File: src/sv/mftp_pkg.sv
// Shared constants, types and helpers for the MIDI file track event player.
`default_nettype none
package mftp_pkg;

    localparam int unsigned FIFO_DEPTH = 4;
    localparam int unsigned FIFO_AW    = $clog2(FIFO_DEPTH);

    localparam logic [7:0]  BYTE_META   = 8'hFF;
    localparam logic [7:0]  BYTE_SYSEX  = 8'hF0;
    localparam logic [7:0]  BYTE_ESC    = 8'hF7;
    localparam logic [7:0]  META_TEMPO  = 8'h51;
    localparam logic [3:0]  STAT_PROG   = 4'hC;
    localparam logic [3:0]  STAT_PRESS  = 4'hD;

    localparam logic [23:0] TEMPO_RESET = 24'd500000;
    localparam logic [15:0] TPQ_RESET   = 16'd96;
    localparam logic [8:0]  MS_CAP      = 9'd500;
    localparam logic [31:0] CAP_LIMIT   = 32'd501000;
    localparam logic [18:0] MS_DIV_TOP  = 19'(1000 << 8);

    localparam logic [4:0]  Q_STEPS     = 5'd23;
    localparam logic [4:0]  MUL_STEPS   = 5'd23;
    localparam logic [4:0]  MS_STEPS    = 5'd8;

    localparam logic        REG_TPQ     = 1'b0;

    typedef enum logic [7:0] {
        PH_DELTA      = 8'b0000_0001,
        PH_EVENT      = 8'b0000_0010,
        PH_DATA       = 8'b0000_0100,
        PH_META_TYPE  = 8'b0000_1000,
        PH_META_LEN   = 8'b0001_0000,
        PH_META_BODY  = 8'b0010_0000,
        PH_SYSEX_LEN  = 8'b0100_0000,
        PH_SYSEX_BODY = 8'b1000_0000
    } phase_t;

    typedef enum logic [5:0] {
        C_IDLE  = 6'b00_0001,
        C_QDIV  = 6'b00_0010,
        C_MUL   = 6'b00_0100,
        C_CAP   = 6'b00_1000,
        C_MSDIV = 6'b01_0000,
        C_EMIT  = 6'b10_0000
    } ctrl_t;

    typedef struct packed {
        logic       result_kind;
        logic [7:0] midi_byte;
        logic [8:0] delay_ms;
        logic       run_end;
    } res_t;

    function automatic logic [1:0] data_count(input logic [7:0] status);
        logic [3:0] hi;
        hi = status[7:4];
        return (hi == STAT_PROG || hi == STAT_PRESS) ? 2'd1 : 2'd2;
    endfunction

endpackage
`default_nettype wire

File: src/sv/midi_file_track_event_player.sv
// MIDI file track event player: track-body parser with bit-serial delay unit.
// Usage: feed the body of one track, one byte per transfer, on s_tdata[7:0];
// s_tlast marks the final byte, after which all parse state returns to its
// reset values (ticks_per_quarter is kept). Each byte yields zero, one or two
// results on the m_ channel: m_tuser = 0 carries a MIDI byte in m_tdata[7:0],
// m_tuser = 1 a delay in ms (1..500) in m_tdata[16:8]; m_tlast marks the
// last result of one input byte. ticks_per_quarter lives at APB address 0.
// Flow: a byte that ends no delta does not occupy the delay unit, and its
// results are written to the result queue as it is accepted. A byte that
// closes a nonzero delta occupies the delay unit, during which input waits:
// restoring division tempo/division, shift-add multiply, one cap compare,
// division by 1000 (skipped when the cap applies) and one emit step. Input
// is taken while a 4-entry result queue has room for two results, so a
// stalled receiver only holds input once fewer than two entries are free;
// results are never dropped. Reset empties the queue and restores tempo
// 500000 us, division 96 and the delta-time phase.
`default_nettype none
module midi_file_track_event_player
    import mftp_pkg::*;
(
    input  wire logic        aclk,
    input  wire logic        aresetn,
    input  wire logic        s_tvalid,
    output logic             s_tready,
    input  wire logic [7:0]  s_tdata,   // [7:0] track_byte
    input  wire logic        s_tlast,   // end_of_track
    output logic             m_tvalid,
    input  wire logic        m_tready,
    output logic [23:0]      m_tdata,   // [7:0] midi_byte, [16:8] delay_ms, rest zero
    output logic             m_tuser,   // result_kind
    output logic             m_tlast,   // run_end
    input  wire logic        psel,
    input  wire logic        penable,
    input  wire logic        pwrite,
    input  wire logic [2:0]  paddr,
    input  wire logic [31:0] pwdata,
    output logic [31:0]      prdata,
    output logic             pready
);

    logic [15:0]        tpq_reg;
    phase_t             phase_reg, phase_next;
    ctrl_t              ctrl_reg, ctrl_next;
    logic [31:0]        vlq_reg, vlq_next;
    logic [7:0]         rstat_reg, rstat_next;
    logic [23:0]        tempo_reg, tempo_next;
    logic [23:0]        ptempo_reg, ptempo_next;
    logic [31:0]        remain_reg, remain_next;
    logic [7:0]         mkind_reg, mkind_next;
    logic [1:0]         midx_reg, midx_next;
    logic [1:0]         dleft_reg, dleft_next;

    logic [23:0]        num_reg, num_next;
    logic [15:0]        den_reg, den_next;
    logic [15:0]        rem_reg, rem_next;
    logic [31:0]        mc_reg, mc_next;
    logic [31:0]        prod_reg, prod_next;
    logic [18:0]        msrem_reg, msrem_next;
    logic [18:0]        dsh_reg, dsh_next;
    logic [8:0]         quo_reg, quo_next;
    logic [4:0]         cnt_reg, cnt_next;

    res_t               fifo_reg [FIFO_DEPTH];
    logic [FIFO_AW-1:0] wr_ptr_reg, wr_ptr_next, rd_ptr_reg, rd_ptr_next, wr_ptr1;
    logic [FIFO_AW:0]   count_reg, count_next;

    logic               s_fire, pop, wr0, wr1, cfg_wr;
    res_t               wr0_data, wr1_data;
    logic [7:0]         b;
    logic [31:0]        accum_shift, remain_dec;
    logic [15:0]        eff_div;
    logic [16:0]        trial;
    logic               q_ge, ms_ge;
    logic [1:0]         cnt_run, dleft_dec, midx_inc;
    logic [23:0]        pt_new;

    assign pready   = 1'b1;
    assign cfg_wr   = psel && penable && pwrite && pready && (paddr[2] == REG_TPQ);
    assign prdata   = (paddr[2] == REG_TPQ) ? {16'b0, tpq_reg} : 32'b0;

    assign s_tready = (ctrl_reg == C_IDLE) && (count_reg <= (FIFO_AW+1)'(FIFO_DEPTH - 2));
    assign s_fire   = s_tvalid && s_tready;
    assign m_tvalid = (count_reg != '0);
    assign pop      = m_tvalid && m_tready;
    assign m_tuser  = fifo_reg[rd_ptr_reg].result_kind;
    assign m_tlast  = fifo_reg[rd_ptr_reg].run_end;
    assign m_tdata  = {7'b0, fifo_reg[rd_ptr_reg].delay_ms, fifo_reg[rd_ptr_reg].midi_byte};
    assign wr_ptr1  = wr_ptr_reg + FIFO_AW'(1);

    assign b           = s_tdata;
    assign accum_shift = {vlq_reg[24:0], b[6:0]};
    assign remain_dec  = remain_reg - 32'd1;
    assign dleft_dec   = dleft_reg - 2'd1;
    assign midx_inc    = midx_reg + 2'd1;
    assign pt_new      = {ptempo_reg[15:0], b};
    assign cnt_run     = data_count(rstat_reg) - 2'd1;
    assign eff_div     = (tpq_reg == '0 || tpq_reg[15]) ? TPQ_RESET : tpq_reg;
    assign trial       = {rem_reg, num_reg[23]};
    assign q_ge        = trial >= {1'b0, den_reg};
    assign ms_ge       = msrem_reg >= dsh_reg;

    always_comb begin
        phase_next  = phase_reg;
        vlq_next    = vlq_reg;
        rstat_next  = rstat_reg;
        tempo_next  = tempo_reg;
        ptempo_next = ptempo_reg;
        remain_next = remain_reg;
        mkind_next  = mkind_reg;
        midx_next   = midx_reg;
        dleft_next  = dleft_reg;
        ctrl_next   = ctrl_reg;
        num_next    = num_reg;
        den_next    = den_reg;
        rem_next    = rem_reg;
        mc_next     = mc_reg;
        prod_next   = prod_reg;
        msrem_next  = msrem_reg;
        dsh_next    = dsh_reg;
        quo_next    = quo_reg;
        cnt_next    = cnt_reg;
        wr0         = 1'b0;
        wr1         = 1'b0;
        wr0_data    = '0;
        wr1_data    = '0;

        if (s_fire) begin
            unique case (phase_reg)
                PH_DELTA: begin
                    vlq_next = accum_shift;
                    if (!b[7] || s_tlast) begin
                        if (accum_shift != '0) begin
                            num_next  = tempo_reg;
                            den_next  = eff_div;
                            rem_next  = '0;
                            mc_next   = accum_shift;
                            prod_next = '0;
                            cnt_next  = Q_STEPS;
                            ctrl_next = C_QDIV;
                        end
                        vlq_next   = '0;
                        phase_next = PH_EVENT;
                    end
                end
                PH_EVENT: begin
                    if (b == BYTE_META) begin
                        phase_next = PH_META_TYPE;
                    end else if (b == BYTE_SYSEX || b == BYTE_ESC) begin
                        if (b == BYTE_SYSEX) begin
                            wr0               = 1'b1;
                            wr0_data.midi_byte = BYTE_SYSEX;
                        end
                        vlq_next   = '0;
                        phase_next = PH_SYSEX_LEN;
                    end else if (b[7]) begin
                        rstat_next         = b;
                        wr0                = 1'b1;
                        wr0_data.midi_byte = b;
                        dleft_next         = data_count(b);
                        phase_next         = PH_DATA;
                    end else begin
                        wr0                = 1'b1;
                        wr0_data.midi_byte = rstat_reg;
                        wr1                = 1'b1;
                        wr1_data.midi_byte = b;
                        dleft_next         = cnt_run;
                        phase_next         = (cnt_run == '0) ? PH_DELTA : PH_DATA;
                    end
                end
                PH_DATA: begin
                    wr0                = 1'b1;
                    wr0_data.midi_byte = b;
                    dleft_next         = dleft_dec;
                    if (dleft_dec == '0) begin
                        phase_next = PH_DELTA;
                    end
                end
                PH_META_TYPE: begin
                    mkind_next = b;
                    vlq_next   = '0;
                    phase_next = PH_META_LEN;
                end
                PH_META_LEN: begin
                    vlq_next = accum_shift;
                    if (!b[7]) begin
                        remain_next = accum_shift;
                        vlq_next    = '0;
                        ptempo_next = '0;
                        midx_next   = (mkind_reg == META_TEMPO && accum_shift >= 32'd3)
                                      ? 2'd0 : 2'd3;
                        phase_next  = (accum_shift == '0) ? PH_DELTA : PH_META_BODY;
                    end
                end
                PH_META_BODY: begin
                    if (midx_reg != 2'd3) begin
                        ptempo_next = pt_new;
                        midx_next   = midx_inc;
                        if (midx_inc == 2'd3) begin
                            tempo_next = pt_new;
                        end
                    end
                    remain_next = remain_dec;
                    if (remain_dec == '0) begin
                        phase_next = PH_DELTA;
                    end
                end
                PH_SYSEX_LEN: begin
                    vlq_next = accum_shift;
                    if (!b[7]) begin
                        remain_next = accum_shift;
                        vlq_next    = '0;
                        phase_next  = (accum_shift == '0) ? PH_DELTA : PH_SYSEX_BODY;
                    end
                end
                PH_SYSEX_BODY: begin
                    wr0                = 1'b1;
                    wr0_data.midi_byte = b;
                    remain_next        = remain_dec;
                    if (remain_dec == '0) begin
                        phase_next = PH_DELTA;
                    end
                end
                default: begin
                    phase_next = PH_DELTA;
                end
            endcase
            wr0_data.run_end = !wr1;
            wr1_data.run_end = 1'b1;

            if (s_tlast) begin
                phase_next  = PH_DELTA;
                vlq_next    = '0;
                rstat_next  = '0;
                tempo_next  = TEMPO_RESET;
                ptempo_next = '0;
                remain_next = '0;
                mkind_next  = '0;
                midx_next   = '0;
                dleft_next  = '0;
            end
        end

        unique case (ctrl_reg)
            C_IDLE: begin
            end
            C_QDIV: begin
                rem_next = q_ge ? 16'(trial - {1'b0, den_reg}) : trial[15:0];
                num_next = {num_reg[22:0], q_ge};
                cnt_next = cnt_reg - 5'd1;
                if (cnt_reg == '0) begin
                    cnt_next  = MUL_STEPS;
                    ctrl_next = C_MUL;
                end
            end
            C_MUL: begin
                if (num_reg[0]) begin
                    prod_next = prod_reg + mc_reg;
                end
                mc_next  = {mc_reg[30:0], 1'b0};
                num_next = {1'b0, num_reg[23:1]};
                cnt_next = cnt_reg - 5'd1;
                if (cnt_reg == '0) begin
                    ctrl_next = C_CAP;
                end
            end
            C_CAP: begin
                if (prod_reg >= CAP_LIMIT) begin
                    quo_next  = MS_CAP;
                    ctrl_next = C_EMIT;
                end else begin
                    msrem_next = prod_reg[18:0];
                    dsh_next   = MS_DIV_TOP;
                    quo_next   = '0;
                    cnt_next   = MS_STEPS;
                    ctrl_next  = C_MSDIV;
                end
            end
            C_MSDIV: begin
                if (ms_ge) begin
                    msrem_next = msrem_reg - dsh_reg;
                end
                quo_next = {quo_reg[7:0], ms_ge};
                dsh_next = {1'b0, dsh_reg[18:1]};
                cnt_next = cnt_reg - 5'd1;
                if (cnt_reg == '0) begin
                    ctrl_next = C_EMIT;
                end
            end
            C_EMIT: begin
                if (quo_reg != '0) begin
                    wr0                  = 1'b1;
                    wr0_data.result_kind = 1'b1;
                    wr0_data.delay_ms    = quo_reg;
                    wr0_data.run_end     = 1'b1;
                end
                ctrl_next = C_IDLE;
            end
            default: begin
                ctrl_next = C_IDLE;
            end
        endcase

        wr_ptr_next = wr_ptr_reg + FIFO_AW'(wr0) + FIFO_AW'(wr1);
        rd_ptr_next = rd_ptr_reg + FIFO_AW'(pop);
        count_next  = count_reg + (FIFO_AW+1)'(wr0) + (FIFO_AW+1)'(wr1)
                      - (FIFO_AW+1)'(pop);
    end

    always_ff @(posedge aclk) begin
        if (!aresetn) begin
            tpq_reg    <= TPQ_RESET;
            phase_reg  <= PH_DELTA;
            ctrl_reg   <= C_IDLE;
            vlq_reg    <= '0;
            rstat_reg  <= '0;
            tempo_reg  <= TEMPO_RESET;
            ptempo_reg <= '0;
            remain_reg <= '0;
            mkind_reg  <= '0;
            midx_reg   <= '0;
            dleft_reg  <= '0;
            wr_ptr_reg <= '0;
            rd_ptr_reg <= '0;
            count_reg  <= '0;
        end else begin
            if (cfg_wr) begin
                tpq_reg <= pwdata[15:0];
            end
            phase_reg  <= phase_next;
            ctrl_reg   <= ctrl_next;
            vlq_reg    <= vlq_next;
            rstat_reg  <= rstat_next;
            tempo_reg  <= tempo_next;
            ptempo_reg <= ptempo_next;
            remain_reg <= remain_next;
            mkind_reg  <= mkind_next;
            midx_reg   <= midx_next;
            dleft_reg  <= dleft_next;
            wr_ptr_reg <= wr_ptr_next;
            rd_ptr_reg <= rd_ptr_next;
            count_reg  <= count_next;
        end
    end

    always_ff @(posedge aclk) begin
        num_reg   <= num_next;
        den_reg   <= den_next;
        rem_reg   <= rem_next;
        mc_reg    <= mc_next;
        prod_reg  <= prod_next;
        msrem_reg <= msrem_next;
        dsh_reg   <= dsh_next;
        quo_reg   <= quo_next;
        cnt_reg   <= cnt_next;
        if (wr0) begin
            fifo_reg[wr_ptr_reg] <= wr0_data;
        end
        if (wr1) begin
            fifo_reg[wr_ptr1] <= wr1_data;
        end
    end

endmodule
`default_nettype wire

File: config.mk
export PLATFORM = sky130hd
export DESIGN_NAME = midi_file_track_event_player
export DESIGN_NICKNAME = d
export VERILOG_FILES = /design/src/sv/mftp_pkg.sv /design/src/sv/midi_file_track_event_player.sv
export SDC_FILE = /design/constraint.sdc
export NUM_CORES = 1
export LEC_CHECK = 0
export BUFFER_PORTS_ARGS = -buffer_cell sky130_fd_sc_hd__buf_2
export CORE_ASPECT_RATIO = 1.4
export CORE_UTILIZATION = 59
export DETAILED_ROUTE_END_ITERATION = 8
export GPL_TIMING_DRIVEN = 1
export PLACE_DENSITY = 0.85
export SETUP_SLACK_MARGIN = 0.1
export SLEW_MARGIN = 20
export SYNTH_ARGS = -nofsm -noshare
export SYNTH_HDL_FRONTEND = slang
export SYNTH_SLANG_ARGS = --single-unit
File: constraint.sdc
create_clock -name aclk -period 5 [get_ports aclk]
set_input_delay 0.25 -clock aclk [delete_from_list [all_inputs] [get_ports aclk]]
set_output_delay 0.25 -clock aclk [all_outputs]
set_load 0.01 [all_outputs]
==> flow_summary.toml <==
[status]
outcome = "complete, no violations"

[critical_path]
critPathMaxFanout = 6
regToRegEndpoint = "prod_reg[30]"
reg2reg_setup_slack_ns = 0.99
rr_worst_depth = 14
cp_data_arrival_time_ns = 4.42
worstReg2RegStart = "mc_reg[0]"
timing.critical_path.to_type = "register"
critical_path.startpoint = "mc_reg[0]"
worst-setup-path-type = "register to register"
timing.critical_path.required_ns = 5.41
startpoint_type = "register"

[pwr]
power.density_nw_per_um2 = 390
vdd.ir_drop.worst_uv = 334
static-leakage-power_nw = 9.04
post-layout-total-power_mw = 8.99

[yosys]
synth_sequential_area_ratio = 0.460
synthesis.area_per_instance_um2 = 9.31
yosys_register_bits = 401
synth-xor-area-share = 0.0300
synth_top_family_by_area = "simple AND/OR/NAND/NOR gates"
ys.warnings.count = 0
synth-simple-area-share = 0.195
synthesis.area_um2 = 21000
postSynth.topFlopCell = "sky130_fd_sc_hd__dfxtp_1"
share_of_the_synthesized_area_in_compound_gates_ao_oa_aoi_oai = 0.189
syn-instance-count = 2260
synth.lib_cells_used.distinct = 78
async_flop_share = 0
muxShareOfSynthArea = 0.0294
synth_edf_count = 165
synth-adder-area-share = 0.0497

[global_routing]
global_route.usage.total = 0.287
globalRouteOverflowTotal = 0
maximum_number_of_pins_on_one_net_before_global_route_repair = 102
antenna_found_initial = 0
via_count_of_the_first_global_routing_pass = 17165
grt_first_pass_wirelength_mm = 84.4

[place]
finalWeightedCongestion = 0.915
dp_hpwl_mm = 35.1
io_buffers = 69
placed_inst_area_um2 = 21600

[clock_network]
clockBufferDepth = 3
tritoncts.num_buffers = 39
clk_root_buffer_cell = "sky130_fd_sc_hd__clkbuf_16"
clock-sinks = 401
cts-resized-gates = 0
clock_tree_from_tritoncts = "yes"
clk-insertion-delay-late_ns = 0.56
post_cts_clock_slew_at_the_launch_and_capture_registers_of_the_worst_setup_and_hold_paths_ns = 0.07
cts-htree-levels = 2

[die]
coreArea_um2 = 35100
floorplan.initialDensity = 0.600
die_width_um = 162
design.portCount = 112
fp-row-count = 81
dieArea_um2 = 36400
die_height_um = 225

[finish]
layout.cells.most_common = "sky130_fd_sc_hd__nand2_1"
design.final.nets = 2418
post-route-util = 0.658
largest_register_ffs = 76
layout.cell_area.non_filler_um2 = 23100
antenna_cells = 0
layout-drive-gt1-share = 0.0867
flow.area_growth_from_synthesis_pct = 9.67
layout.cells.most_common_list = "sky130_fd_sc_hd__nand2_1, sky130_fd_sc_hd__dfxtp_1, sky130_fd_sc_hd__edfxtp_1, sky130_fd_sc_hd__nor2_1, sky130_fd_sc_hd__o21ai_0"

[timing]
final.setup_skew_ns = 0.0236
grt_setup_unrepaired = "false"
finalSetupViolCount = 0
timing.max_slew.rel_slack = 0.251
fin_tns_setup_ns = 0
share_of_the_cycle_needed_by_the_critical_path_after_routing = 0.803
max_clock_freq_mhz = 249
worstMarginPinSlew_ns = 1.12
final-max-slew-violation-count = 0
finalWorstPathRequiredPeriod_ns = 4.01
hold_ws_ns = 0.0907
timing_hold_violations_final = 0

[drt]
via_count = 17393
wl_mm = 52.3
first_pass_iters = 6
first_iter_violations = 1627
average_routed_wire_per_standard_cell_um = 18.9
detail_route.drc_violations = 0
vias_per_cell = 6.27
drt.antenna.violating_nets = 0

[hold_path]
hold_path_end = "mkind_reg[7]"
holdCritPathClass = "input port to register"
timing.hold.worst.start = "s_tlast"
whs_path_depth = 4

[run]
maxCapViolations = 0
-- area by class of cell --
type / instances / area, um^2
Timing Repair Buffer: 107 / 686
Inverter: 83 / 312
Tap cell: 456 / 571
Clock buffer: 51 / 1080
Multi-Input combinational cell: 1655 / 10500
Fill cell: 2715 / 12000
Sequential cell: 401 / 9680
Clock inverter: 21 / 205
-- through the flow --
| stage | instances | worst slack [ns] |
|---|---|---|
| 2_1_floorplan | 2283 | 1.28 |
| 3_3_place_gp | 2686 | 1.21 |
| 3_5_place_dp | 2686 | 1.10 |
| 4_1_cts | 2774 | 1.07 |
| 5_1_grt | 2774 | 0.784 |
| 6_report | 2774 | 0.986 |
-- logic make-up after synthesis --
group,after synthesis
multiplexers,38
other,2
buffers and inverters,227
AND/OR/NAND/NOR,838
adder cells (fa/ha/maj),80
flip-flops,401
XOR/XNOR,72
AO/OA/AOI/OAI,602
-- Yosys cell counts, types with 24 or more instances --
cell	count	share of area
sky130_fd_sc_hd__a21boi_0	47	0.017
sky130_fd_sc_hd__a21o_1	28	0.010
sky130_fd_sc_hd__a21oi_1	104	0.025
sky130_fd_sc_hd__a22o_1	54	0.022
sky130_fd_sc_hd__a22oi_1	79	0.028
sky130_fd_sc_hd__and2_1	41	0.012
sky130_fd_sc_hd__buf_4	24	0.0086
sky130_fd_sc_hd__clkbuf_1	112	0.020
sky130_fd_sc_hd__dfxtp_1	236	0.22
sky130_fd_sc_hd__edfxtp_1	165	0.24
sky130_fd_sc_hd__ha_1	74	0.044
sky130_fd_sc_hd__inv_1	81	0.014
sky130_fd_sc_hd__nand2_1	307	0.055
sky130_fd_sc_hd__nand3_1	45	0.011
sky130_fd_sc_hd__nor2_1	153	0.027
sky130_fd_sc_hd__nor2b_1	108	0.032
sky130_fd_sc_hd__nor3_1	46	0.011
sky130_fd_sc_hd__nor4_1	29	0.0086
sky130_fd_sc_hd__o21ai_0	135	0.032
sky130_fd_sc_hd__o22ai_1	46	0.014
sky130_fd_sc_hd__xnor2_1	35	0.015
sky130_fd_sc_hd__xor2_1	37	0.015
-- repair_timing --
action                                 4_1_cts  5_1_grt
endpoints found under the hold margin       16        0
buffers inserted                             0        0
hold buffers                                16        0
-- per-layer routing --
layer	vias to the layer above	part of all wire	global-route usage
li1	8166	-	-
met1	8348	0.38	0.329
met2	726	0.52	0.520
met3	153	0.060	0.0374
met4	0	0.043	0.150
met5	-	0	0
-- worst max-delay path by stage --
stage	depth (start not counted)	slack, ns	endpoint
floorplan	6	1.28	msrem_reg[0]
global placement	14	1.21	prod_reg[30]
detailed placement	14	1.10	prod_reg[30]
CTS	14	1.07	prod_reg[30]
global route	14	0.78	prod_reg[30]
finish	14	0.99	prod_reg[30]
-- worst max-delay path, cell delays in order, from the launching register on --
cell and delay, ns:
sky130_fd_sc_hd__dfxtp_1 0.39, sky130_fd_sc_hd__ha_1 0.22, sky130_fd_sc_hd__inv_1 0.07, sky130_fd_sc_hd__fa_1 0.40
sky130_fd_sc_hd__nor2b_1 0.13, sky130_fd_sc_hd__o21ai_0 0.10, sky130_fd_sc_hd__a21boi_1 0.29, sky130_fd_sc_hd__o32ai_1 0.17
sky130_fd_sc_hd__o21ai_1 0.26, sky130_fd_sc_hd__a221oi_1 0.23, sky130_fd_sc_hd__o31ai_1 0.90, sky130_fd_sc_hd__a21oi_1 0.21
sky130_fd_sc_hd__a21oi_1 0.21, sky130_fd_sc_hd__mux2i_1 0.20, sky130_fd_sc_hd__o22ai_1 0.09
-- where the power goes --
part | internal [mW] | switching, mW | leakage [nW] | total (mW)
clock | 1.70 | 1.29 | 0.634 | 2.99
combinational | 0.777 | 1.30 | 4.96 | 2.07
sequential | 3.72 | 0.202 | 3.44 | 3.92
Note: power is estimated with default switching activity, not from simulation.
